File: config.mk
export PLATFORM = sky130hd
export DESIGN_NAME = sere_ctrl
export DESIGN_NICKNAME = d
export VERILOG_FILES = /design/src/rtl/sere_pkg.sv /design/src/rtl/sere_ctrl.sv
export SDC_FILE = /design/constraint.sdc
export NUM_CORES = 1
export LEC_CHECK = 0
export ABC_CLOCK_PERIOD_IN_PS = 2200
export BUFFER_PORTS_ARGS = -buffer_cell sky130_fd_sc_hd__buf_2
export CAP_MARGIN = 25
export CORE_AREA = 8 8 45 47
export DETAILED_ROUTE_END_ITERATION = 8
export DIE_AREA = 0 0 53 55
export HOLD_SLACK_MARGIN = 0.15
export SLEW_MARGIN = 0
export SYNTH_ARGS = -nofsm -noshare
export SYNTH_HDL_FRONTEND = slang
export SYNTH_SLANG_ARGS = --single-unit
export TNS_END_PERCENT = 10
File: constraint.sdc
create_clock -name clk -period 2.2 [get_ports clk]
set_input_delay 0.11 -clock clk [delete_from_list [all_inputs] [get_ports clk]]
set_output_delay 0.11 -clock clk [all_outputs]
set_load 0.02 [all_outputs]
File: src/rtl/sere_pkg.sv
// Shared types, widths and codes for the stochastic event rate engine.
// No dependencies; every other RTL file refers to it by scoped names.
`default_nettype none

package sere_pkg;

  localparam int COUNT_WIDTH     = 16;
  localparam int EVENTS_PER_CELL = 12;
  localparam int COEF_WIDTH      = 32;
  localparam int RATE_WIDTH      = 64;
  localparam int CAP_WIDTH       = 16;
  localparam int STEP_WIDTH      = 4;
  localparam int CFG_INDEX_WIDTH = 4;
  localparam int CFG_DATA_WIDTH  = 64;

  // multiplier operands carry either a count or the empty-site figure
  localparam int OPND_WIDTH = (COUNT_WIDTH > CAP_WIDTH) ? COUNT_WIDTH : CAP_WIDTH;
  localparam int PROD_WIDTH = 2 * OPND_WIDTH;
  localparam int PART_WIDTH = COEF_WIDTH + OPND_WIDTH;
  localparam int SUM_WIDTH  = COEF_WIDTH + PROD_WIDTH + 1;
  localparam int OCC_WIDTH  = (COUNT_WIDTH + 1 > CAP_WIDTH) ? COUNT_WIDTH + 1 : CAP_WIDTH;

  // event codes, in emission order
  localparam logic [STEP_WIDTH-1:0] EV_OUTMIG0      = 4'd0;
  localparam logic [STEP_WIDTH-1:0] EV_IMMIG0       = 4'd1;
  localparam logic [STEP_WIDTH-1:0] EV_DEATH0       = 4'd2;
  localparam logic [STEP_WIDTH-1:0] EV_COMPETE0     = 4'd3;
  localparam logic [STEP_WIDTH-1:0] EV_DIVIDE0      = 4'd4;
  localparam logic [STEP_WIDTH-1:0] EV_OUTMIG1      = 4'd5;
  localparam logic [STEP_WIDTH-1:0] EV_IMMIG1       = 4'd6;
  localparam logic [STEP_WIDTH-1:0] EV_DEATH1       = 4'd7;
  localparam logic [STEP_WIDTH-1:0] EV_COMPETE1     = 4'd8;
  localparam logic [STEP_WIDTH-1:0] EV_DIVIDE1      = 4'd9;
  localparam logic [STEP_WIDTH-1:0] EV_ERROR_DIVIDE = 4'd10;
  localparam logic [STEP_WIDTH-1:0] EV_CONJUGATION  = 4'd11;
  localparam logic [STEP_WIDTH-1:0] EV_FIRST        = EV_OUTMIG0;
  localparam logic [STEP_WIDTH-1:0] EV_LAST         = EV_CONJUGATION;

  // configuration register indexes
  localparam logic [CFG_INDEX_WIDTH-1:0] REG_SITE_CAPACITY  = 4'd0;
  localparam logic [CFG_INDEX_WIDTH-1:0] REG_OUTMIG_PAIR    = 4'd1;
  localparam logic [CFG_INDEX_WIDTH-1:0] REG_DEATH_PAIR     = 4'd2;
  localparam logic [CFG_INDEX_WIDTH-1:0] REG_DIVISION_PAIR  = 4'd3;
  localparam logic [CFG_INDEX_WIDTH-1:0] REG_IMMIGRATION    = 4'd4;
  localparam logic [CFG_INDEX_WIDTH-1:0] REG_COMPETITION    = 4'd5;
  localparam logic [CFG_INDEX_WIDTH-1:0] REG_ERROR_DIVISION = 4'd6;
  localparam logic [CFG_INDEX_WIDTH-1:0] REG_CONJUGATION    = 4'd7;

  typedef struct packed {
    logic [COUNT_WIDTH-1:0] count_free;
    logic [COUNT_WIDTH-1:0] count_carrier;
    logic                   last_cell;
  } in_item_t;

  typedef struct packed {
    logic [STEP_WIDTH-1:0] event_index;
    logic [RATE_WIDTH-1:0] event_rate;
    logic [RATE_WIDTH-1:0] patch_rate;
    logic [RATE_WIDTH-1:0] running_total;
    logic [RATE_WIDTH-1:0] max_patch_rate;
    logic                  overfull;
    logic                  zero_total;
    logic                  last_event;
  } out_item_t;

  typedef struct packed {
    logic [CAP_WIDTH-1:0]  site_capacity;
    logic [2*COEF_WIDTH-1:0] outmig_pair;
    logic [2*COEF_WIDTH-1:0] death_pair;
    logic [2*COEF_WIDTH-1:0] division_pair;
    logic [COEF_WIDTH-1:0] immigration_coef;
    logic [COEF_WIDTH-1:0] competition_coef;
    logic [COEF_WIDTH-1:0] error_division_coef;
    logic [COEF_WIDTH-1:0] conjugation_coef;
  } cfg_t;

  // controller to datapath
  typedef struct packed {
    logic                  load;
    logic                  issue;
    logic [STEP_WIDTH-1:0] step;
  } cmd_t;

  // datapath to controller
  typedef struct packed {
    logic advance;
  } status_t;

endpackage

`default_nettype wire

File: src/rtl/sere_ctrl.sv
// Sequencer of the stochastic event rate engine: takes cells, issues events.
// Depends on sere_pkg for the command and status bundles.
`default_nettype none

module sere_ctrl (
  input  wire logic                 clk,
  input  wire logic                 rst,
  input  wire logic                 in_valid,
  output logic                      in_ready,
  input  wire sere_pkg::status_t    status,
  output sere_pkg::cmd_t            cmd
);

  typedef enum logic [1:0] {
    ST_IDLE  = 2'b01,
    ST_ISSUE = 2'b10
  } state_t;

  state_t                          state, state_next;
  logic [sere_pkg::STEP_WIDTH-1:0] step, step_next;
  logic                            accept;
  logic                            issue_fire;

  assign issue_fire = (state == ST_ISSUE) && status.advance;
  // next cell may enter as the current one's final event issues
  assign in_ready   = (state == ST_IDLE) ||
                      (issue_fire && (step == sere_pkg::EV_LAST));
  assign accept     = in_valid && in_ready;

  assign cmd.load  = accept;
  assign cmd.issue = issue_fire;
  assign cmd.step  = step;

  always_comb begin
    state_next = state;
    step_next  = step;
    case (state)
      ST_IDLE: begin
        if (accept) begin
          state_next = ST_ISSUE;
          step_next  = sere_pkg::EV_FIRST;
        end
      end
      ST_ISSUE: begin
        if (issue_fire) begin
          if (step == sere_pkg::EV_LAST) begin
            step_next  = sere_pkg::EV_FIRST;
            state_next = accept ? ST_ISSUE : ST_IDLE;
          end else begin
            step_next = step + sere_pkg::STEP_WIDTH'(1);
          end
        end
      end
      default: begin
        state_next = ST_IDLE;
        step_next  = sere_pkg::EV_FIRST;
      end
    endcase
  end

  always_ff @(posedge clk) begin
    if (rst) begin
      state <= ST_IDLE;
      step  <= sere_pkg::EV_FIRST;
    end else begin
      state <= state_next;
      step  <= step_next;
    end
  end

endmodule

`default_nettype wire

==> flow_metrics.tcl, run 1 <==
set metrics [dict create \
    status "complete, no violations" \
    async_flop_share_pct 0 \
    viasPerCell 4.62 \
    synth_common_cells "dfxtp_1 (6), nand2_1 (5), nor2_1 (5)" \
    layout-drive-gt1-share_pct 30.0 \
    setup_tns_ns 0 \
    hold_ws_ns 0.161 \
    grt_pass1_vias 330 \
    rsz0062_at_grt "false" \
    synth_edf_count 0 \
    postLayoutCoreUtil_pct 34.5 \
    synth_top_area_cell "dfxtp_1" \
    grt_pass1_wl_mm 1.37 \
    core_um2 1380 \
    avgRoutedWirePerCell_um 10.9 \
    syn_area_um2 390 \
    clk_path_buf_depth 2 \
    path_class "flip-flop to output port" \
    core.rowCount 14 \
    clock_latency_ns 0.24 \
    first_pass_iters 3 \
    clkSinkCount 6 \
    worst_slew_pin_slew_ns 0.271 \
    antennaDiodeCount 0 \
    cts_made_buffers 3 \
    setup_violations 0 \
    gr-total-overflow 0 \
    cts-root-buf "clkbuf_4" \
    synth.avg_cell_area_um2 8.13 \
    cp-end-kind "output port" \
    area_growth_pct 22.4 \
    ir_worst_vdd_uv 319 \
    drc 0 \
    postRouteAntennaNets 0 \
    port-buffer-count 10 \
    final_max_slew_viol_count 0 \
    worstSetupStartpointType "flip-flop" \
    initial_core_util_pct 28.2 \
    crit_fanout 5 \
    p_leak_nw 0.211 \
    ys_seq_area_share_pct 30.8 \
    yosysUniqueCellTypes 23 \
    post-route-period-util_pct 76.3 \
    min_period_ns 1.68 \
    clk_pin_slew_ns 0.05 \
    finClkSkew_ns 0.00147 \
    die_w_um 53 \
    yosysMostFrequentCell "dfxtp_1" \
    postPlaceCellArea_um2 445 \
    grt_max_degree 9 \
    grt_antenna_before_repair 0 \
    synthFlopType "dfxtp_1" \
    worstPathRequired_ns 2.09 \
    cts_setup_buffers 0 \
    hold_viol 0 \
    synth_cells 48 \
    ys_seq_elements 6 \
    yosys-top-cells-area "dfxtp_1 (31%), ha_1 (9.6%), nand2_1 (4.8%)" \
    powerDensity_nw_per_um2 635 \
    cap_violations 0 \
    syn-num-nets 55 \
    fillers 145 \
    h-tree-depth 1 \
    drtIter0Drc 1 \
    post-route-cell-area_um2 478 \
    pin_count 11 \
    track_usage_pct 6.73 \
    gp_congestion 0.736 \
    die_height_um 55 \
    yosysTopAreaCellShare_pct 30.8 \
    finalNetCount 69 \
    maxSlewHeadroom_pct 81.9 \
    crit_arrival_ns 1.57 \
    dieArea_um2 2920 \
    vias 351 \
    cts_tree "built" \
    synth_warnings 0 \
    wirelength_um 825 \
    hp-class "primary input to flip-flop" \
    dpl.hpwl_um 658 \
    fmax_ghz 0.596 \
]
[power breakdown]
group	internal [mW]	switching, mW
Clock	0.0616	0.0376
Combinational	0.0360	0.0486
Sequential	0.115	0.00411
[flip-flops by register name, summed over array words and instances (netlist names)]
name and count:
state 2, step 4
[final timing paths]
check / startpoint / end / slack, ns / cells past startpoint
worst min register to register: state[0]$_SDFFE_PP1P_ / state[0]$_SDFFE_PP1P_ / 0.49 / 1
worst max register to register: state[1]$_SDFFE_PP0P_ / step[3]$_SDFFE_PP0P_ / 0.61 / 6
worst min-delay path: in_valid / state[1]$_SDFFE_PP0P_ / 0.16 / 3
worst max-delay path: step[0]$_SDFFE_PP0P_ / cmd[5] / 0.52 / 5
[cell type report]
cell class / instances / area, um^2 / area share [%]
Clock buffer: 3 / 22.5 / 4.71
Timing Repair Buffer: 11 / 60.1 / 12.6
Multi-Input combinational cell: 36 / 240 / 50.3
Tap cell: 16 / 20.0 / 4.19
Sequential cell: 6 / 120 / 25.1
Inverter: 4 / 15.0 / 3.14
[per-stage QoR]
stage	setup WS (ns)	power (mW)	std cells
after CTS	0.517	0.310	76
after floorplan	0.617	0.188	48
after global routing	0.399	0.328	76
after detailed placement	0.610	0.206	72
after global placement	0.612	0.206	72
final	0.522	0.303	76
[routing by layer]
layer | share of wire (%) | global-route usage (%) | wire length [um] | up-vias
met1 | 45 | 6.55 | 368 | 146
met2 | 45 | 10.5 | 371 | 8
met5 | 0 | 0 | 0 | -
li1 | - | - | - | 197
met4 | 0 | 1.29 | 0 | 0
met3 | 10 | 6.15 | 85 | 0
[cells in the final DEF (no fill, tap or decap), types with 2 or more instances in the layout]
cell and n:
buf_2 10, dfxtp_1 6, nor2_1 5, nand2_1 5, inv_1 3, a21oi_1 3
nand3_1 3, ha_1 3, clkbuf_4 3, and2_1 2, o21ai_0 2, or4_1 2
[critical path: stages (launching register included)]
cell,delay (ns)
dfxtp_1,0.34
ha_1,0.26
and4_1,0.24
a21o_1,0.19
and2_1,0.14
buf_2,0.15
[timing repair]
action | CTS | global route
hold buffers | 1 | 0
hold endpoints to repair | 4 | 0
gates resized for setup | 0 | 0
[cell families (layout without fill, tap and decap cells)]
group / count (synthesis) / after routing / synth area share [%]
and+or+nand+nor: 20 / 20 / 27.2
buffers and inverters: 6 / 18 / 7.69
muxes: 1 / 1 / 2.56
DFF: 6 / 6 / 30.8
adders and majority gates: 3 / 3 / 9.62
AOI/OAI and AO/OA: 12 / 12 / 22.1
No activity file was read; power rests on OpenSTA's default activity.
==> run 2: changes to the inputs <==
Settings changed: ABC_CLOCK_PERIOD_IN_PS 2200 to 1500.
Clock period 2.2 ns to 1.5 ns, I/O delays scaled along.
==> run 2 against run 1 <==
  * Utilization grew 11 points
  * First-iteration DRC count grew to 3.0 times the previous value
  * Setup slack lost 0.53 ns
  * Combinational power grew 120%
  * Final area grew 33%
  * Clock power grew 53%
  * Global-route usage grew 1.3 points
  * Via count grew 20%
  * Critical path type is now flip-flop to flip-flop
  * The flow now finishes with violations (negative setup slack)
  * Sequential power grew 47%
  * Total power grew 70%
  * Die area is the same
==> flow_metrics.tcl, run 2 (synthesis results as in run 1) <==
set metrics [dict create \
    status "finished with violations" \
    violations "negative setup slack" \
    drtIter0Drc 3 \
    clk_path_buf_depth 2 \
    setup_tns_ns -0.0117 \
    avgRoutedWirePerCell_um 13.5 \
    viasPerCell 4.91 \
    cap_violations 0 \
    multi_input_area_um2 299 \
    hold_viol 0 \
    finalNetCount 79 \
    setup_ws_ns -0.0117 \
    hp-class "primary input to flip-flop" \
    reg_top3 "step x4, state x2" \
    fmax_ghz 0.661 \
    core.rowCount 14 \
    powerDensity_nw_per_um2 814 \
    pre_cts_ws_ns 0.00218 \
    drc 0 \
    setup_violations 1 \
    initial_core_util_pct 28.2 \
    worst_slew_pin_slew_ns 0.280 \
    vias 422 \
    finalPower_uw 516 \
    p_leak_nw 0.266 \
    antennaDiodeCount 0 \
    first_pass_iters 4 \
    die_height_um 55 \
    clk_pin_slew_ns 0.05 \
    cts-root-buf "clkbuf_4" \
    cts_tree "built" \
    clock_latency_ns 0.24 \
    maxSlewHeadroom_pct 81.3 \
    dpl.hpwl_um 739 \
    gp_congestion 0.716 \
    grt_pass1_vias 380 \
    gr-total-overflow 0 \
    grt_pass1_wl_mm 1.68 \
    die_w_um 53 \
    postRouteAntennaNets 0 \
    cp-end-kind "flip-flop" \
    finClkSkew_ns 0.00449 \
    layout-drive-gt1-share_pct 55.7 \
    seqCellArea_um2 130 \
    layout_commonest_cell "buf_2" \
    port-buffer-count 10 \
    dieArea_um2 2920 \
    crit_fanout 6 \
    ir_worst_vdd_uv 596 \
    cts_made_buffers 3 \
    pin_count 11 \
    grt_max_degree 8 \
    rsz0062_at_grt "true" \
    wl_met3_um 75 \
    fillers 136 \
    clkSinkCount 6 \
    final_max_slew_viol_count 0 \
    largest_reg_flops 4 \
    most-common-layout-cells "buf_2 (9), buf_4 (8), nor2_1 (5), nand2_1 (5)" \
    top_register "step" \
    area_growth_pct 62.5 \
    path_class "flip-flop to flip-flop" \
    grt_antenna_before_repair 0 \
    met1Wirelength_um 444 \
    min_period_ns 1.51 \
    core_um2 1380 \
    postPlaceCellArea_um2 478 \
    h-tree-depth 1 \
    post-route-cell-area_um2 634 \
    dr_wl_met2_um 633 \
    worstPathRequired_ns 1.67 \
    track_usage_pct 7.98 \
    top_layer_used "met4" \
    worstSetupStartpointType "flip-flop" \
    wirelength_mm 1.16 \
    post-route-period-util_pct 101 \
    crit_arrival_ns 1.68 \
]
## run 2: final cells by class
type,count,share of cell area (%)
timing repair buffer,21,23.3
sequential,6,20.5
tap,16,3.16
inverter,4,2.37
clock buffer,3,3.55
multi-input combinational,36,47.1
## run 2: layer usage
layer	GRT usage, %	vias up
met4	3.88	0
met5	0	-
met3	4.28	2
met1	7.15	197
met2	14.5	8
li1	-	215
## run 2: worst max-delay path, stage by stage (launching register included)
cell and delay (ns):
dfxtp_2 0.35, inv_2 0.04, ha_2 0.16, or2b_4 0.21, o21ai_4 0.07, or4_1 0.47
a31oi_1 0.13
## run 2: what timing repair did
item,in CTS,in global routing
buffers inserted,3,2
pin swaps,1,5
gates resized for setup,10,10
hold buffers,2,0
hold endpoints to repair,5,0
endpoints found under the setup margin,4,6
## run 2: worst paths after layout
path,start,to,slack [ns],cells after the start
max,state[1]$_SDFFE_PP0P_,step[3]$_SDFFE_PP0P_,-0.01,6
max reg2reg,state[1]$_SDFFE_PP0P_,step[3]$_SDFFE_PP0P_,-0.01,6
min,status,step[3]$_SDFFE_PP0P_,0.22,4
min reg2reg,state[0]$_SDFFE_PP1P_,state[0]$_SDFFE_PP1P_,0.48,1
## run 2: per-stage QoR
stage	util, %	hold WS, ns	instances
floorplan	-	0.137	48
global placement	34.5	0.343	76
detailed placement	34.5	0.353	76
CTS	41.6	0.216	84
global route	45.8	0.246	86
finish	45.8	0.221	86
## run 2: report_power, final
part	switching [mW]	internal (mW)
sequential	0.00914	0.168
clock	0.0611	0.0907
combinational	0.0901	0.0970
total	0.160	0.356
