$ cat src/rtl/sere_pkg.sv
// Shared types, widths and codes for the stochastic event rate engine.
// No dependencies; every other RTL file refers to it by scoped names.
`default_nettype none

package sere_pkg;

  localparam int COUNT_WIDTH     = 16;
  localparam int EVENTS_PER_CELL = 12;
  localparam int COEF_WIDTH      = 32;
  localparam int RATE_WIDTH      = 64;
  localparam int CAP_WIDTH       = 16;
  localparam int STEP_WIDTH      = 4;
  localparam int CFG_INDEX_WIDTH = 4;
  localparam int CFG_DATA_WIDTH  = 64;

  // multiplier operands carry either a count or the empty-site figure
  localparam int OPND_WIDTH = (COUNT_WIDTH > CAP_WIDTH) ? COUNT_WIDTH : CAP_WIDTH;
  localparam int PROD_WIDTH = 2 * OPND_WIDTH;
  localparam int PART_WIDTH = COEF_WIDTH + OPND_WIDTH;
  localparam int SUM_WIDTH  = COEF_WIDTH + PROD_WIDTH + 1;
  localparam int OCC_WIDTH  = (COUNT_WIDTH + 1 > CAP_WIDTH) ? COUNT_WIDTH + 1 : CAP_WIDTH;

  // event codes, in emission order
  localparam logic [STEP_WIDTH-1:0] EV_OUTMIG0      = 4'd0;
  localparam logic [STEP_WIDTH-1:0] EV_IMMIG0       = 4'd1;
  localparam logic [STEP_WIDTH-1:0] EV_DEATH0       = 4'd2;
  localparam logic [STEP_WIDTH-1:0] EV_COMPETE0     = 4'd3;
  localparam logic [STEP_WIDTH-1:0] EV_DIVIDE0      = 4'd4;
  localparam logic [STEP_WIDTH-1:0] EV_OUTMIG1      = 4'd5;
  localparam logic [STEP_WIDTH-1:0] EV_IMMIG1       = 4'd6;
  localparam logic [STEP_WIDTH-1:0] EV_DEATH1       = 4'd7;
  localparam logic [STEP_WIDTH-1:0] EV_COMPETE1     = 4'd8;
  localparam logic [STEP_WIDTH-1:0] EV_DIVIDE1      = 4'd9;
  localparam logic [STEP_WIDTH-1:0] EV_ERROR_DIVIDE = 4'd10;
  localparam logic [STEP_WIDTH-1:0] EV_CONJUGATION  = 4'd11;
  localparam logic [STEP_WIDTH-1:0] EV_FIRST        = EV_OUTMIG0;
  localparam logic [STEP_WIDTH-1:0] EV_LAST         = EV_CONJUGATION;

  // configuration register indexes
  localparam logic [CFG_INDEX_WIDTH-1:0] REG_SITE_CAPACITY  = 4'd0;
  localparam logic [CFG_INDEX_WIDTH-1:0] REG_OUTMIG_PAIR    = 4'd1;
  localparam logic [CFG_INDEX_WIDTH-1:0] REG_DEATH_PAIR     = 4'd2;
  localparam logic [CFG_INDEX_WIDTH-1:0] REG_DIVISION_PAIR  = 4'd3;
  localparam logic [CFG_INDEX_WIDTH-1:0] REG_IMMIGRATION    = 4'd4;
  localparam logic [CFG_INDEX_WIDTH-1:0] REG_COMPETITION    = 4'd5;
  localparam logic [CFG_INDEX_WIDTH-1:0] REG_ERROR_DIVISION = 4'd6;
  localparam logic [CFG_INDEX_WIDTH-1:0] REG_CONJUGATION    = 4'd7;

  typedef struct packed {
    logic [COUNT_WIDTH-1:0] count_free;
    logic [COUNT_WIDTH-1:0] count_carrier;
    logic                   last_cell;
  } in_item_t;

  typedef struct packed {
    logic [STEP_WIDTH-1:0] event_index;
    logic [RATE_WIDTH-1:0] event_rate;
    logic [RATE_WIDTH-1:0] patch_rate;
    logic [RATE_WIDTH-1:0] running_total;
    logic [RATE_WIDTH-1:0] max_patch_rate;
    logic                  overfull;
    logic                  zero_total;
    logic                  last_event;
  } out_item_t;

  typedef struct packed {
    logic [CAP_WIDTH-1:0]  site_capacity;
    logic [2*COEF_WIDTH-1:0] outmig_pair;
    logic [2*COEF_WIDTH-1:0] death_pair;
    logic [2*COEF_WIDTH-1:0] division_pair;
    logic [COEF_WIDTH-1:0] immigration_coef;
    logic [COEF_WIDTH-1:0] competition_coef;
    logic [COEF_WIDTH-1:0] error_division_coef;
    logic [COEF_WIDTH-1:0] conjugation_coef;
  } cfg_t;

  // controller to datapath
  typedef struct packed {
    logic                  load;
    logic                  issue;
    logic [STEP_WIDTH-1:0] step;
  } cmd_t;

  // datapath to controller
  typedef struct packed {
    logic advance;
  } status_t;

endpackage

`default_nettype wire

$ cat src/rtl/sere_cfg.sv
// Configuration register file of the stochastic event rate engine.
// Depends on sere_pkg for the register indexes and the cfg_t bundle.
`default_nettype none

module sere_cfg (
  input  wire logic                                  clk,
  input  wire logic                                  rst,
  input  wire logic                                  cfg_valid,
  output logic                                       cfg_ready,
  input  wire logic [sere_pkg::CFG_INDEX_WIDTH-1:0]  cfg_index,
  input  wire logic [sere_pkg::CFG_DATA_WIDTH-1:0]   cfg_data,
  output sere_pkg::cfg_t                             cfg
);

  sere_pkg::cfg_t regs;

  assign cfg_ready = 1'b1;
  assign cfg       = regs;

  always_ff @(posedge clk) begin
    if (rst) begin
      regs.site_capacity       <= sere_pkg::CAP_WIDTH'(1);
      regs.outmig_pair         <= '0;
      regs.death_pair          <= '0;
      regs.division_pair       <= '0;
      regs.immigration_coef    <= '0;
      regs.competition_coef    <= '0;
      regs.error_division_coef <= '0;
      regs.conjugation_coef    <= '0;
    end else if (cfg_valid) begin
      case (cfg_index)
        sere_pkg::REG_SITE_CAPACITY: begin
          regs.site_capacity <= cfg_data[sere_pkg::CAP_WIDTH-1:0];
        end
        sere_pkg::REG_OUTMIG_PAIR: begin
          regs.outmig_pair <= cfg_data;
        end
        sere_pkg::REG_DEATH_PAIR: begin
          regs.death_pair <= cfg_data;
        end
        sere_pkg::REG_DIVISION_PAIR: begin
          regs.division_pair <= cfg_data;
        end
        sere_pkg::REG_IMMIGRATION: begin
          regs.immigration_coef <= cfg_data[sere_pkg::COEF_WIDTH-1:0];
        end
        sere_pkg::REG_COMPETITION: begin
          regs.competition_coef <= cfg_data[sere_pkg::COEF_WIDTH-1:0];
        end
        sere_pkg::REG_ERROR_DIVISION: begin
          regs.error_division_coef <= cfg_data[sere_pkg::COEF_WIDTH-1:0];
        end
        sere_pkg::REG_CONJUGATION: begin
          regs.conjugation_coef <= cfg_data[sere_pkg::COEF_WIDTH-1:0];
        end
        default: begin
        end
      endcase
    end
  end

endmodule

`default_nettype wire

$ cat config.mk
export PLATFORM = sky130hd
export DESIGN_NAME = sere_cfg
export DESIGN_NICKNAME = d
export VERILOG_FILES = /design/src/rtl/sere_pkg.sv /design/src/rtl/sere_cfg.sv
export SDC_FILE = /design/constraint.sdc
export NUM_CORES = 1
export LEC_CHECK = 0
export BUFFER_PORTS_ARGS = -buffer_cell sky130_fd_sc_hd__buf_2
export CORE_MARGIN = 10
export CORE_UTILIZATION = 25
export CTS_CLUSTER_SIZE = 28
export DETAILED_ROUTE_END_ITERATION = 8
export PLACE_DENSITY = 0.57
export SLEW_MARGIN = 10
export SYNTH_ARGS = -nofsm -noshare
export SYNTH_HDL_FRONTEND = slang
export SYNTH_SLANG_ARGS = --single-unit
$ cat constraint.sdc
create_clock -name clk -period 3.2 [get_ports clk]
set_input_delay 0.64 -clock clk [delete_from_list [all_inputs] [get_ports clk]]
set_output_delay 0.64 -clock clk [all_outputs]
set_load 0.05 [all_outputs]
==> results.toml, run 1 <==
[critical_path]
cpPeakStageDelay_ns = 0.38
end_kind = "output pin"
path_delay_family = "flip-flops"
r2r-end = "cfg[15]"
startpoint_type = "register"
critPathKind = "reg2out"
arrival_ns = 1.22
cp.buffers_inverters = 1
reg2regPathDepth = 2
required_ns = 2.56
cp-startpoint = "cfg[64]"
crit_path_top_delay_cell = "dfxtp_1"
crit_chain = "buf_2"
rr_startpoint = "cfg[15]"
cp_max_fo = 2
r2r_slack_ns = 2.54

[timing]
fin_ws_ns = 1.338
period_share = 0.5819
grt_setup_unrepaired = "no"
tns_ns = 0
maxSlewViolCount = 0
fmax_mhz = 537.0
period_needed_ns = 1.862
worst_slew_pin_slew_ns = 0.7356
setup_viol = 0
fin_skew_ns = 0
hold_viol = 0
relSlewSlack = 0.5096

[finish]
layout.nets = 1625
largest_register_ffs = 336
final_common_cell = "buf_2"
final_cell_mix = "405 x buf_2, 399 x nand2b_1, 336 x mux2i_1, 336 x dfxtp_1, 41 x clkbuf_16"
fin_util = 0.3273
drive_above_1_share = 0.3169
area_growth_pct = 29.42
finalInstanceArea_um2 = 17200

[power]
power_leakage_nw = 9.070
p_per_area_nw_per_um2 = 553.6
irDropWorstVdd_uv = 310.2

[placed_design]
place_congestion = 0.7602
io_buffers = 406
dpl_cell_area_um2 = 15850
dp_slack_ns = 0.8699
dpl.hpwl_um = 30050

[synth]
syn_inst = 1181
yosys.area_share.simple = 0.1951
synth_seq_cells = 336
synth_compound_area_frac = 0
avgSynthCellArea_um2 = 11.25
synth_xor_area_frac = 0
ys_types = 21
synth-seq-area-share = 0.5062
synth_top_family_by_area = "multiplexers"
synth_fa_ha_area_frac = 0
syn-num-nets = 1252
synth-warning-count = 0
synth.mux.area_fraction = 0.2531
synth_area_um2 = 13290

[global_route]
antenna_found_initial = 4
gr-total-overflow = 0
grt_pass1_vias = 10030
grt_pass1_wl_um = 63600
grt_util_all_layers = 0.1289
grt_max_degree = 80

[clock_tree]
cts.sinks = 336
clk_pin_slew_ns = 0.06
insertion_delay_ns = 0.54
cts-resized-gates = 0
htreeDepth = 2
clockBufferDepth = 3
ctsHoldBuffers = 0
numCtsBuffers = 39
cts_setup_buffers = 0
cts_root_buf = "clkbuf_16"
cts_tree = "built"

[drt]
drc = 0
dr.pass1.iters = 4
drt_wl_total_um = 42110
ant_nets = 0
viasPerCell = 4.162
drt_iter0_markers = 394
wire_per_inst_um = 18.51
num_vias = 9469

[floorplan]
initial_core_util = 0.2529
die_area_um2 = 62780
ios = 408
dieHeight_um = 250.6
die_w_um = 250.6
core_um2 = 52550
rows = 84

[flow_run]
maxCapViolCount = 0

[hold_path]
worstHoldEndpoint = "cfg[320]"
hold_start = "cfg_data[0]"
hold_depth = 3
min_path_type = "in2reg"

[status]
status = "completed"
layout make-up:
type	count	area [um2]
Fill cell	5384	35350
Sequential cell	336	6726
Multi-Input combinational cell	750	5986
Timing Repair Buffer	427	2273
Clock buffer	58	1220
Tap cell	688	860.8
Clock inverter	13	125.1
Antenna cell	3	7.507
worst max-delay path by stage:
| stage | endpoint | slack (ns) | depth (start not counted) |
|---|---|---|---|
| final | cfg[64] | 1.34 | 1 |
| after global routing | cfg[64] | 1.28 | 1 |
| after CTS | cfg[64] | 1.29 | 1 |
| after detailed placement | cfg[192] | 0.87 | 5 |
| after global placement | cfg[192] | 0.88 | 5 |
| after floorplan | cfg[272] | 1.55 | 5 |
layer usage:
| layer | GRT usage | part of all wire | up-vias |
|---|---|---|---|
| met5 | 0 | 0.00026 | - |
| met4 | 0.03253 | 0.018 | 2 |
| met3 | 0.05503 | 0.093 | 51 |
| met2 | 0.2118 | 0.47 | 291 |
| met1 | 0.1515 | 0.42 | 4504 |
| li1 | - | - | 4621 |
power breakdown:
part | internal [mW] | switching (mW) | leakage, nW
clock | 2.80 | 1.78 | 0.672
combinational | 0.223 | 0.446 | 5.69
sequential | 4.24 | 0.0315 | 2.71
total | 7.26 | 2.26 | 9.07
cells in the mapped netlist:
cell type	count	area, um2
nand2_2	2	12.51
nor2_1	3	11.26
buf_12	6	120.1
and3b_1	2	17.52
clkbuf_2	1	5.000
clkbuf_1	41	153.9
buf_6	7	78.83
mux2i_1	336	3363
nand2b_1	399	2496
nand3_1	1	5.000
nor2b_1	1	6.260
nand3_2	1	10.01
dfxtp_1	336	6726
nor3b_4	1	18.77
nand3b_1	1	7.510
nand2_1	2	7.510
conb_1	1	3.750
buf_2	10	50.05
buf_8	3	45.04
buf_4	13	97.59
buf_1	14	52.55
stage by stage:
step           hold slack, ns  power (mW)  instances
5_1_grt                0.3912       9.896       2273
3_5_place_dp           0.4567       5.041       2201
6_report               0.4013       9.522       2275
3_3_place_gp           0.4554       5.035       2201
2_1_floorplan          0.6928       4.833       1181
4_1_cts                0.3555       9.695       2272
cells by family after synthesis:
kind of cell | count (synthesis)
AND/OR/NAND/NOR | 413
multiplexers | 336
flip-flops | 336
buffers and inverters | 95
other | 1
(Power assumes the default switching activity.)
==> inputs of run 2 (changes only) <==
Settings changed: PLACE_DENSITY 0.57 to 0.58.
Clock period 3.2 ns to 1.6 ns, I/O delays scaled along.
==> run 2 against run 1 <==
- global-route usage rose by 0.18 points
- non-clock buffer count rose by 42
- highest routed layer unchanged
- setup slack got worse by 1.3 ns
- wire length rose by 1.9%
- combinational power rose by 110%
- die area did not move
- critical path depth did not move
- sequential power rose by 100%
- utilization rose by 0.65 points
==> results.toml, run 2 (synthesized netlist as in run 1, its figures left out) <==
[hold_path]
worstHoldEndpoint = "cfg[320]"
min_path_type = "in2reg"
hold_depth = 3
hold_start = "cfg_data[0]"

[drt]
drc = 0
ant_nets = 0
drt_iter0_markers = 252
dr.pass1.iters = 4
wire_per_inst_um = 18.56
viasPerCell = 4.174
drt_wl_total_um = 42920
num_vias = 9651

[power]
p_per_area_nw_per_um2 = 1066
irDropWorstVdd_uv = 615.7
power_leakage_nw = 9.257

[flow_run]
maxCapViolCount = 0

[finish]
antenna_cells = 0
largest_register_ffs = 336
regArea_um2 = 6726
fin_util = 0.3337
multi_input_area_um2 = 5986
final_cells = 2312
final_cell_mix = "405 x buf_2, 399 x nand2b_1, 336 x mux2i_1, 336 x dfxtp_1, 47 x buf_4"
finalInstanceArea_um2 = 17540
area_growth_pct = 31.97
layout.nets = 1667
final_common_cell = "buf_2"
drive_above_1_share = 0.3288
fill_cells = 5411

[global_route]
grt_max_degree = 54
grt_util_all_layers = 0.1307
grt_pass1_wl_um = 64550
grt_pass1_vias = 10380
antenna_found_initial = 3
gr-total-overflow = 0

[critical_path]
end_kind = "output pin"
r2r_slack_ns = 0.92
startpoint_type = "register"
required_ns = 1.28
cpPeakStageDelay_ns = 0.39
arrival_ns = 1.23
r2r-end = "cfg[273]"
crit_chain = "buf_2"
path_delay_family = "flip-flops"
critPathKind = "reg2out"
cp_max_fo = 2
cp-startpoint = "cfg[278]"
reg2regPathDepth = 2
crit_path_top_delay_cell = "dfxtp_1"
cp.depth = 1
rr_startpoint = "cfg[273]"
cp.buffers_inverters = 1

[timing]
maxSlewViolCount = 0
fmax_mhz = 644.3
period_needed_ns = 1.552
grt_setup_unrepaired = "no"
relSlewSlack = 0.6446
tns_ns = 0
fin_skew_ns = 0
hold_viol = 0
setup_viol = 0
worst_slew_pin_slew_ns = 0.5331
period_share = 0.9700

[clock_tree]
cts_setup_buffers = 0
ctsHoldBuffers = 0
cts.sinks = 336
cts_tree = "built"
numCtsBuffers = 39
insertion_delay_ns = 0.53
clk_pin_slew_ns = 0.06
htreeDepth = 2
cts-resized-gates = 0
clockBufferDepth = 3
cts_root_buf = "clkbuf_16"

[placed_design]
dpl.hpwl_um = 32000
io_buffers = 406
dpl_cell_area_um2 = 16280
dp.cells = 2243
place_congestion = 0.7602

[floorplan]
dieHeight_um = 250.6
die_w_um = 250.6
rows = 84
ios = 408
core_um2 = 52550
initial_core_util = 0.2529
die_area_um2 = 62780

[status]
status = "completed"
-- run 2: worst max-delay path by stage --
stage          slack (ns)        to
2_1_floorplan        0.27  cfg[272]
3_3_place_gp         0.01  cfg[151]
3_5_place_dp        -0.05  cfg[273]
4_1_cts              0.01  cfg[279]
5_1_grt             0.006   cfg[95]
6_report             0.05  cfg[278]
-- run 2: metrics by stage --
step	hold slack, ns	total power, mW	worst slack, ns
after detailed placement	0.4606	10.17	-0.04758
after global placement	0.4560	10.16	0.01445
after CTS	0.03028	18.97	0.01234
after global routing	0.07806	19.37	0.006294
after floorplan	0.4813	9.667	0.2720
final	0.07501	18.70	0.04796
-- run 2: tightest hold or removal path, delay by kind of cell --
| family | cells | cell delay (ns) |
|---|---|---|
| buffers and inverters | 1 | 0.09 |
| multiplexers | 1 | 0.11 |
| AND/OR/NAND/NOR | 1 | 0.04 |
-- run 2: cell type report --
type | count | area share
flip-flops and latches | 336 | 0.3835
multi-input cells | 750 | 0.3413
repair buffers | 469 | 0.1546
clock buffers | 58 | 0.06499
well taps | 688 | 0.04908
clock inverters | 11 | 0.006492
-- run 2: metal layers --
metal  global-route usage  wire [um]  vias to the layer above
met5                    0         21                        -
met3              0.05203       3556                       56
li1                     -          -                     4690
met1               0.1483      18060                     4611
met2               0.2254      20570                      290
met4              0.03029        708                        4
-- run 2: power by group --
| part | leakage, nW | internal (mW) | total, mW | switching [mW] |
|---|---|---|---|---|
| clock | 0.612 | 5.25 | 8.73 | 3.48 |
| combinational | 5.93 | 0.509 | 1.42 | 0.915 |
| sequential | 2.71 | 8.48 | 8.54 | 0.0628 |
