<file path="src/rtl/sere_pkg.sv">
// Shared types, widths and codes for the stochastic event rate engine.
// No dependencies; every other RTL file refers to it by scoped names.
`default_nettype none

package sere_pkg;

  localparam int COUNT_WIDTH     = 16;
  localparam int EVENTS_PER_CELL = 12;
  localparam int COEF_WIDTH      = 32;
  localparam int RATE_WIDTH      = 64;
  localparam int CAP_WIDTH       = 16;
  localparam int STEP_WIDTH      = 4;
  localparam int CFG_INDEX_WIDTH = 4;
  localparam int CFG_DATA_WIDTH  = 64;

  // multiplier operands carry either a count or the empty-site figure
  localparam int OPND_WIDTH = (COUNT_WIDTH > CAP_WIDTH) ? COUNT_WIDTH : CAP_WIDTH;
  localparam int PROD_WIDTH = 2 * OPND_WIDTH;
  localparam int PART_WIDTH = COEF_WIDTH + OPND_WIDTH;
  localparam int SUM_WIDTH  = COEF_WIDTH + PROD_WIDTH + 1;
  localparam int OCC_WIDTH  = (COUNT_WIDTH + 1 > CAP_WIDTH) ? COUNT_WIDTH + 1 : CAP_WIDTH;

  // event codes, in emission order
  localparam logic [STEP_WIDTH-1:0] EV_OUTMIG0      = 4'd0;
  localparam logic [STEP_WIDTH-1:0] EV_IMMIG0       = 4'd1;
  localparam logic [STEP_WIDTH-1:0] EV_DEATH0       = 4'd2;
  localparam logic [STEP_WIDTH-1:0] EV_COMPETE0     = 4'd3;
  localparam logic [STEP_WIDTH-1:0] EV_DIVIDE0      = 4'd4;
  localparam logic [STEP_WIDTH-1:0] EV_OUTMIG1      = 4'd5;
  localparam logic [STEP_WIDTH-1:0] EV_IMMIG1       = 4'd6;
  localparam logic [STEP_WIDTH-1:0] EV_DEATH1       = 4'd7;
  localparam logic [STEP_WIDTH-1:0] EV_COMPETE1     = 4'd8;
  localparam logic [STEP_WIDTH-1:0] EV_DIVIDE1      = 4'd9;
  localparam logic [STEP_WIDTH-1:0] EV_ERROR_DIVIDE = 4'd10;
  localparam logic [STEP_WIDTH-1:0] EV_CONJUGATION  = 4'd11;
  localparam logic [STEP_WIDTH-1:0] EV_FIRST        = EV_OUTMIG0;
  localparam logic [STEP_WIDTH-1:0] EV_LAST         = EV_CONJUGATION;

  // configuration register indexes
  localparam logic [CFG_INDEX_WIDTH-1:0] REG_SITE_CAPACITY  = 4'd0;
  localparam logic [CFG_INDEX_WIDTH-1:0] REG_OUTMIG_PAIR    = 4'd1;
  localparam logic [CFG_INDEX_WIDTH-1:0] REG_DEATH_PAIR     = 4'd2;
  localparam logic [CFG_INDEX_WIDTH-1:0] REG_DIVISION_PAIR  = 4'd3;
  localparam logic [CFG_INDEX_WIDTH-1:0] REG_IMMIGRATION    = 4'd4;
  localparam logic [CFG_INDEX_WIDTH-1:0] REG_COMPETITION    = 4'd5;
  localparam logic [CFG_INDEX_WIDTH-1:0] REG_ERROR_DIVISION = 4'd6;
  localparam logic [CFG_INDEX_WIDTH-1:0] REG_CONJUGATION    = 4'd7;

  typedef struct packed {
    logic [COUNT_WIDTH-1:0] count_free;
    logic [COUNT_WIDTH-1:0] count_carrier;
    logic                   last_cell;
  } in_item_t;

  typedef struct packed {
    logic [STEP_WIDTH-1:0] event_index;
    logic [RATE_WIDTH-1:0] event_rate;
    logic [RATE_WIDTH-1:0] patch_rate;
    logic [RATE_WIDTH-1:0] running_total;
    logic [RATE_WIDTH-1:0] max_patch_rate;
    logic                  overfull;
    logic                  zero_total;
    logic                  last_event;
  } out_item_t;

  typedef struct packed {
    logic [CAP_WIDTH-1:0]  site_capacity;
    logic [2*COEF_WIDTH-1:0] outmig_pair;
    logic [2*COEF_WIDTH-1:0] death_pair;
    logic [2*COEF_WIDTH-1:0] division_pair;
    logic [COEF_WIDTH-1:0] immigration_coef;
    logic [COEF_WIDTH-1:0] competition_coef;
    logic [COEF_WIDTH-1:0] error_division_coef;
    logic [COEF_WIDTH-1:0] conjugation_coef;
  } cfg_t;

  // controller to datapath
  typedef struct packed {
    logic                  load;
    logic                  issue;
    logic [STEP_WIDTH-1:0] step;
  } cmd_t;

  // datapath to controller
  typedef struct packed {
    logic advance;
  } status_t;

endpackage

`default_nettype wire

</file>
<file path="src/rtl/sere_datapath.sv">
// Datapath of the stochastic event rate engine: cell registers, shared
// multiplier chain, patch accumulator, sweep total and maximum, output item.
// Depends on sere_pkg.
`default_nettype none

module sere_datapath (
  input  wire logic                 clk,
  input  wire logic                 rst,
  input  wire sere_pkg::cfg_t       cfg,
  input  wire sere_pkg::in_item_t   in_data,
  input  wire sere_pkg::cmd_t       cmd,
  output sere_pkg::status_t         status,
  output logic                      out_valid,
  input  wire logic                 out_ready,
  output sere_pkg::out_item_t       out_data
);

  localparam int CW  = sere_pkg::COUNT_WIDTH;
  localparam int OW  = sere_pkg::OPND_WIDTH;
  localparam int PW  = sere_pkg::PROD_WIDTH;
  localparam int PPW = sere_pkg::PART_WIDTH;
  localparam int SW  = sere_pkg::SUM_WIDTH;
  localparam int KW  = sere_pkg::COEF_WIDTH;
  localparam int RW  = sere_pkg::RATE_WIDTH;
  localparam int XW  = sere_pkg::OCC_WIDTH;
  localparam int EW  = sere_pkg::STEP_WIDTH;

  // flags that follow each event down the pipe
  typedef struct packed {
    logic [EW-1:0] index;
    logic          overfull;
    logic          last_cell;
  } tag_t;

  logic advance;

  // cell registers
  logic [CW-1:0]                  nf, nc;
  logic [sere_pkg::CAP_WIDTH-1:0] empty;
  logic                           overfull, last_cell;
  logic [XW-1:0]                  occ, cap;

  // operand selection
  logic [KW-1:0] sel_coef;
  logic [OW-1:0] sel_a, sel_b;
  logic [OW-1:0] op_nf, op_nc, op_m, op_one;

  // stage 1: count product
  logic          s1_valid;
  tag_t          s1_tag;
  logic [KW-1:0] s1_coef;
  logic [PW-1:0] s1_prod;

  // stage 2: partial products of the coefficient
  logic           s2_valid;
  tag_t           s2_tag;
  logic [PPW-1:0] s2_lo, s2_hi;

  // stage 3: event rate
  logic          s3_valid;
  tag_t          s3_tag;
  logic [RW-1:0] s3_rate;
  logic [SW-1:0] sum;

  // stage 4: patch accumulation
  logic          s4_valid;
  tag_t          s4_tag;
  logic [RW-1:0] s4_rate, s4_patch;
  logic [RW:0]   patch_sum;
  logic [RW-1:0] patch_base;

  // sweep state
  logic [RW-1:0] sweep_total, sweep_max;
  logic [RW:0]   total_sum;
  logic [RW-1:0] total_new, max_new;

  assign advance        = !out_valid || out_ready;
  assign status.advance = advance;

  assign occ = XW'(in_data.count_free) + XW'(in_data.count_carrier);
  assign cap = XW'(cfg.site_capacity);

  always_ff @(posedge clk) begin
    if (cmd.load) begin
      nf        <= in_data.count_free;
      nc        <= in_data.count_carrier;
      last_cell <= in_data.last_cell;
      if (occ > cap) begin
        empty    <= '0;
        overfull <= 1'b1;
      end else begin
        empty    <= sere_pkg::CAP_WIDTH'(cap - occ);
        overfull <= 1'b0;
      end
    end
  end

  assign op_nf  = OW'(nf);
  assign op_nc  = OW'(nc);
  assign op_m   = OW'(empty);
  assign op_one = OW'(1);

  always_comb begin
    sel_coef = '0;
    sel_a    = '0;
    sel_b    = op_one;
    case (cmd.step)
      sere_pkg::EV_OUTMIG0: begin
        sel_coef = cfg.outmig_pair[KW-1:0];
        sel_a    = op_nf;
      end
      sere_pkg::EV_IMMIG0, sere_pkg::EV_IMMIG1: begin
        sel_coef = cfg.immigration_coef;
        sel_a    = op_m;
      end
      sere_pkg::EV_DEATH0: begin
        sel_coef = cfg.death_pair[KW-1:0];
        sel_a    = op_nf;
      end
      sere_pkg::EV_COMPETE0, sere_pkg::EV_COMPETE1: begin
        sel_coef = cfg.competition_coef;
        sel_a    = op_nf;
        sel_b    = op_nc;
      end
      sere_pkg::EV_DIVIDE0: begin
        sel_coef = cfg.division_pair[KW-1:0];
        sel_a    = op_m;
        sel_b    = op_nf;
      end
      sere_pkg::EV_OUTMIG1: begin
        sel_coef = cfg.outmig_pair[2*KW-1:KW];
        sel_a    = op_nc;
      end
      sere_pkg::EV_DEATH1: begin
        sel_coef = cfg.death_pair[2*KW-1:KW];
        sel_a    = op_nc;
      end
      sere_pkg::EV_DIVIDE1: begin
        sel_coef = cfg.division_pair[2*KW-1:KW];
        sel_a    = op_m;
        sel_b    = op_nc;
      end
      sere_pkg::EV_ERROR_DIVIDE: begin
        sel_coef = cfg.error_division_coef;
        sel_a    = op_m;
        sel_b    = op_nc;
      end
      sere_pkg::EV_CONJUGATION: begin
        sel_coef = cfg.conjugation_coef;
        sel_a    = op_nf;
        sel_b    = op_nc;
      end
      default: begin
      end
    endcase
  end

  // c*a*b is exact and saturated once; the count product never overflows
  assign sum = (SW'(s2_hi) << OW) + SW'(s2_lo);

  assign patch_base = (s3_tag.index == sere_pkg::EV_FIRST) ? '0 : s4_patch;
  assign patch_sum  = (RW + 1)'(patch_base) + (RW + 1)'(s3_rate);

  assign total_sum = (RW + 1)'(sweep_total) + (RW + 1)'(s4_patch);
  assign total_new = total_sum[RW] ? '1 : total_sum[RW-1:0];
  assign max_new   = (s4_patch > sweep_max) ? s4_patch : sweep_max;

  always_ff @(posedge clk) begin
    if (rst) begin
      s1_valid    <= 1'b0;
      s2_valid    <= 1'b0;
      s3_valid    <= 1'b0;
      s4_valid    <= 1'b0;
      out_valid   <= 1'b0;
      sweep_total <= '0;
      sweep_max   <= '0;
    end else if (advance) begin
      s1_valid  <= cmd.issue;
      s2_valid  <= s1_valid;
      s3_valid  <= s2_valid;
      s4_valid  <= s3_valid;
      out_valid <= s4_valid;
      if (s4_valid && (s4_tag.index == sere_pkg::EV_LAST)) begin
        sweep_total <= s4_tag.last_cell ? '0 : total_new;
        sweep_max   <= s4_tag.last_cell ? '0 : max_new;
      end
    end
  end

  always_ff @(posedge clk) begin
    if (advance) begin
      s1_tag.index     <= cmd.step;
      s1_tag.overfull  <= overfull;
      s1_tag.last_cell <= last_cell;
      s1_coef          <= sel_coef;
      s1_prod          <= PW'(sel_a) * PW'(sel_b);

      s2_tag <= s1_tag;
      s2_lo  <= PPW'(s1_coef) * PPW'(s1_prod[OW-1:0]);
      s2_hi  <= PPW'(s1_coef) * PPW'(s1_prod[PW-1:OW]);

      s3_tag  <= s2_tag;
      s3_rate <= (|sum[SW-1:RW]) ? '1 : sum[RW-1:0];

      // patch register only moves on a real event, so bubbles keep the sum
      if (s3_valid) begin
        s4_tag   <= s3_tag;
        s4_rate  <= s3_rate;
        s4_patch <= patch_sum[RW] ? '1 : patch_sum[RW-1:0];
      end

      if (s4_valid) begin
        out_data.event_index <= s4_tag.index;
        out_data.event_rate  <= s4_rate;
        out_data.patch_rate  <= s4_patch;
        out_data.overfull    <= s4_tag.overfull;
        if (s4_tag.index == sere_pkg::EV_LAST) begin
          out_data.running_total  <= total_new;
          out_data.max_patch_rate <= max_new;
          out_data.zero_total     <= s4_tag.last_cell && (total_new == '0);
          out_data.last_event     <= 1'b1;
        end else begin
          out_data.running_total  <= sweep_total;
          out_data.max_patch_rate <= sweep_max;
          out_data.zero_total     <= 1'b0;
          out_data.last_event     <= 1'b0;
        end
      end
    end
  end

endmodule

`default_nettype wire

</file>
<file path="config.mk">
export PLATFORM = sky130hd
export DESIGN_NAME = sere_datapath
export DESIGN_NICKNAME = d
export VERILOG_FILES = /design/src/rtl/sere_pkg.sv /design/src/rtl/sere_datapath.sv
export SDC_FILE = /design/constraint.sdc
export NUM_CORES = 2
export LEC_CHECK = 0
export BUFFER_PORTS_ARGS = -buffer_cell sky130_fd_sc_hd__buf_2
export CAP_MARGIN = 25
export CORE_AREA = 2 2 431 433
export CTS_CLUSTER_SIZE = 10
export DETAILED_ROUTE_END_ITERATION = 8
export DIE_AREA = 0 0 433 435
export SETUP_SLACK_MARGIN = 0.5
export SLEW_MARGIN = 10
export SYNTH_ARGS = -nofsm -noshare
export SYNTH_HDL_FRONTEND = slang
export SYNTH_SLANG_ARGS = --single-unit
</file>
<file path="constraint.sdc">
create_clock -name clk -period 17.2 [get_ports clk]
set_input_delay 2.58 -clock clk [delete_from_list [all_inputs] [get_ports clk]]
set_output_delay 2.58 -clock clk [all_outputs]
set_load 0.02 [all_outputs]
</file>
==> flow_summary.yaml <==
clock_tree:
  tritoncts: "done"
  h_tree_lvls: 3
  clock-sinks: 822
  ctsRootBufferMaster: "sky130_fd_sc_hd__clkbuf_16"
  cts_hold_repair.buffers: 0
  post_cts_resize_count: 0
  ctsLongestPathBuffers: 3
  cts-buffers-inserted: 101
  cts.clk_slew.worst_paths_ns: 0.06
  cts_post_setup_buffers_inserted: 0
  clock_insertion_delay_worst_skew_ns: 0.75
synthesis:
  synth_enable_flop_cells: 689
  yosys_warning_total: 0
  synth_top_area_frac: 0.252
  top_cells_by_area_synth: "sky130_fd_sc_hd__fa_1, sky130_fd_sc_hd__edfxtp_1, sky130_fd_sc_hd__ha_1, sky130_fd_sc_hd__nand2_1, sky130_fd_sc_hd__inv_1"
  asyncSetResetFlopFracSynth: 0
  synth_top_flop_cell: "sky130_fd_sc_hd__edfxtp_1"
  synth_sequential_area_ratio: 0.284
  netlist-cell-type-count: 101
  most_used_standard_cell_by_instance_count_after_synthesis: "sky130_fd_sc_hd__nand2_1"
  netlist_instances: 8350
  synthTopCellsByCount: "sky130_fd_sc_hd__nand2_1, sky130_fd_sc_hd__inv_1, sky130_fd_sc_hd__fa_1"
  mappedNetlistNets: 10378
  mean_area_per_synthesized_cell_um2: 9.84
  synth-seq-cells: 822
  synth.cell_area_um2: 82100
  netlist.top_cell.by_area: "sky130_fd_sc_hd__fa_1"
global_route:
  grt_antenna_before_repair: 21
  maximum_number_of_pins_on_one_net_before_global_route_repair: 162
  grtUsageTotal: 0.265
  number_of_global_route_vias_before_repair: 65492
  gr-total-overflow: 0
  grt_pass1_wl_mm: 385
sta:
  fmax_ghz: 0.0999
  final.setup.tns_ns: 0
  rsz0062_at_grt: "false"
  finalSetupViolations: 0
  timing.hold.ws_ns: 0.404
  worst_slack_ns: 7.19
  finalHoldViolations: 0
  worstMarginPinSlew_ns: 1.03
  finalCritPeriodShare: 0.582
  slew-limit-headroom: 0.303
  timing.final.crit_period_ns: 10.01
  clock_skew_ns: 0.0311
  timing.final.max_slew_violations: 0
layout:
  multi_input_area_um2: 52900
  syn_to_final_growth_pct: 10.9
  post_route_cells_drive_above_1_share: 0.117
  fillCellCount: 17081
  register_area_um2: 23400
  final_nets: 10840
worst_setup_path:
  worstPathRequired_ns: 17.69
  timing.critical_path.arrival_ns: 10.49
  timing_worst_setup_path_type: "primary input to flip-flop"
  worst-path-max-fanout: 61
  worstSetupStartpointType: "primary input"
  endpoint_kind: "flip-flop"
drt:
  drt_wl_total_mm: 248
  drc: 0
  dr_total_vias: 62505
  antenna_left: 0
  routed_wire_length_per_instance_um: 21.8
  detailedRoute.firstIterationViolations: 4314
  drtPass1Iterations: 6
  avgViaCountPerCell: 5.49
die:
  io-pin-count: 643
  core_um2: 184000
  chipWidth_um: 433
  die_y_um: 435
  std_cell_rows: 158
  die-area_um2: 188000
  initial_utilization: 0.446
placed_design:
  routabilityCongestion: 0.942
  detailedPlace.worstSlack_ns: 6.51
  port_buf_inserts: 642
  hpwl_mm: 192
min_path:
  min_path_type: "flip-flop to flip-flop"
status:
  status: "completed"
flow_run:
  drv.max_cap_violation_count: 0
==> placed cells by master, fill, tap and decap left out, drive strengths merged, types with 50 or more instances in the layout <==
cell type     n
nor3         54
ha          615
nor2        468
a31oi        56
a21o        158
clkbuf      156
nand2      1200
o21bai       50
buf         754
o21ai       195
mux2         71
o21a         55
a22oi       161
dfxtp       133
nor2b       110
inv        1182
nand3        68
xnor2       163
xor2         99
and2        314
nand4        93
nand2b       65
fa         1035
a21oi       426
a22o         78
edfxtp      689
==> critical path, stage by stage <==
cell and delay [ns]:
sky130_fd_sc_hd__buf_2 0.29, sky130_fd_sc_hd__nand2b_1 0.23, sky130_fd_sc_hd__nor3_2 0.14, sky130_fd_sc_hd__buf_4 0.63
sky130_fd_sc_hd__a22o_1 0.72, sky130_fd_sc_hd__nand2_1 0.17, sky130_fd_sc_hd__fa_1 0.54, sky130_fd_sc_hd__inv_1 0.05
sky130_fd_sc_hd__fa_1 0.37, sky130_fd_sc_hd__inv_1 0.07, sky130_fd_sc_hd__fa_1 0.42, sky130_fd_sc_hd__inv_1 0.09
sky130_fd_sc_hd__fa_1 0.41, sky130_fd_sc_hd__fa_1 0.49, sky130_fd_sc_hd__inv_1 0.05, sky130_fd_sc_hd__fa_1 0.47
sky130_fd_sc_hd__inv_1 0.04, sky130_fd_sc_hd__ha_1 0.33, sky130_fd_sc_hd__a41oi_1 0.21, sky130_fd_sc_hd__o21ai_0 0.16
sky130_fd_sc_hd__a31o_2 0.24, sky130_fd_sc_hd__a21o_1 0.19, sky130_fd_sc_hd__a41o_1 0.32, sky130_fd_sc_hd__o41a_1 0.39
sky130_fd_sc_hd__a2111o_1 0.41, sky130_fd_sc_hd__a21o_1 0.17, sky130_fd_sc_hd__a21oi_1 0.17, sky130_fd_sc_hd__xnor2_1 0.08
==> cell families (layout without fill, tap and decap cells) <==
family,count (synthesis),in the layout,synth area share
simple gates,2535,2535,0.142
other cells,0,6,0
buf+inv,1576,2115,0.0728
fa+ha+maj,1650,1650,0.346
xor+xnor,262,262,0.0279
mux,82,82,0.0111
compound gates,1423,1423,0.116
flops,822,822,0.284
==> routing by layer <==
metal	track usage	vias to the layer above	wire length, µm
li1	-	28592	-
met1	0.347	31298	105000
met2	0.452	2154	120000
met3	0.0371	455	15000
met4	0.0825	6	8240
met5	0	-	35
==> area by class of cell <==
| cell class | instances | area share |
|---|---|---|
| antenna | 6 | 0.000165 |
| clock buffer | 155 | 0.0309 |
| clock inverter | 25 | 0.00404 |
| inverter | 1180 | 0.0486 |
| multi-input combinational | 5952 | 0.581 |
| sequential | 822 | 0.256 |
| tap | 2480 | 0.0341 |
| timing repair buffer | 755 | 0.0451 |
==> metrics by stage <==
step	instance area (µm²)	cells	utilization
5_1_grt	91100	11371	0.495
4_1_cts	91000	11367	0.495
3_5_place_dp	87900	11187	0.477
6_report	91100	11375	0.495
3_3_place_gp	87800	11184	0.477
2_1_floorplan	82100	8350	-
==> flip-flops by register name (all words and copies together), names as in the netlist, 16 cells and up <==
signal and count:
empty 16, nc 16, nf 16, out_data 263, s1_coef 32, s1_prod 32
s2_hi 48, s2_lo 48, s3_rate 64, s4_patch 64, s4_rate 64, sweep_max 64
sweep_total 64
==> final timing paths <==
kind | end | slack (ns) | cells past startpoint | start
setup / recovery | s1_prod[30]$_DFFE_PN_ | 7.19 | 28 | cmd[2]
hold / removal | s2_tag[5]$_DFFE_PN_ | 0.40 | 0 | s1_tag[5]$_DFFE_PN_
setup reg to reg | s2_lo[42]$_DFFE_PN_ | 8.24 | 27 | s1_prod[5]$_DFFE_PN_
hold reg to reg | s2_tag[5]$_DFFE_PN_ | 0.40 | 0 | s1_tag[5]$_DFFE_PN_
Power is not shown: default switching activity piles up to over one toggle a cycle in this logic, so the estimate is an artifact.
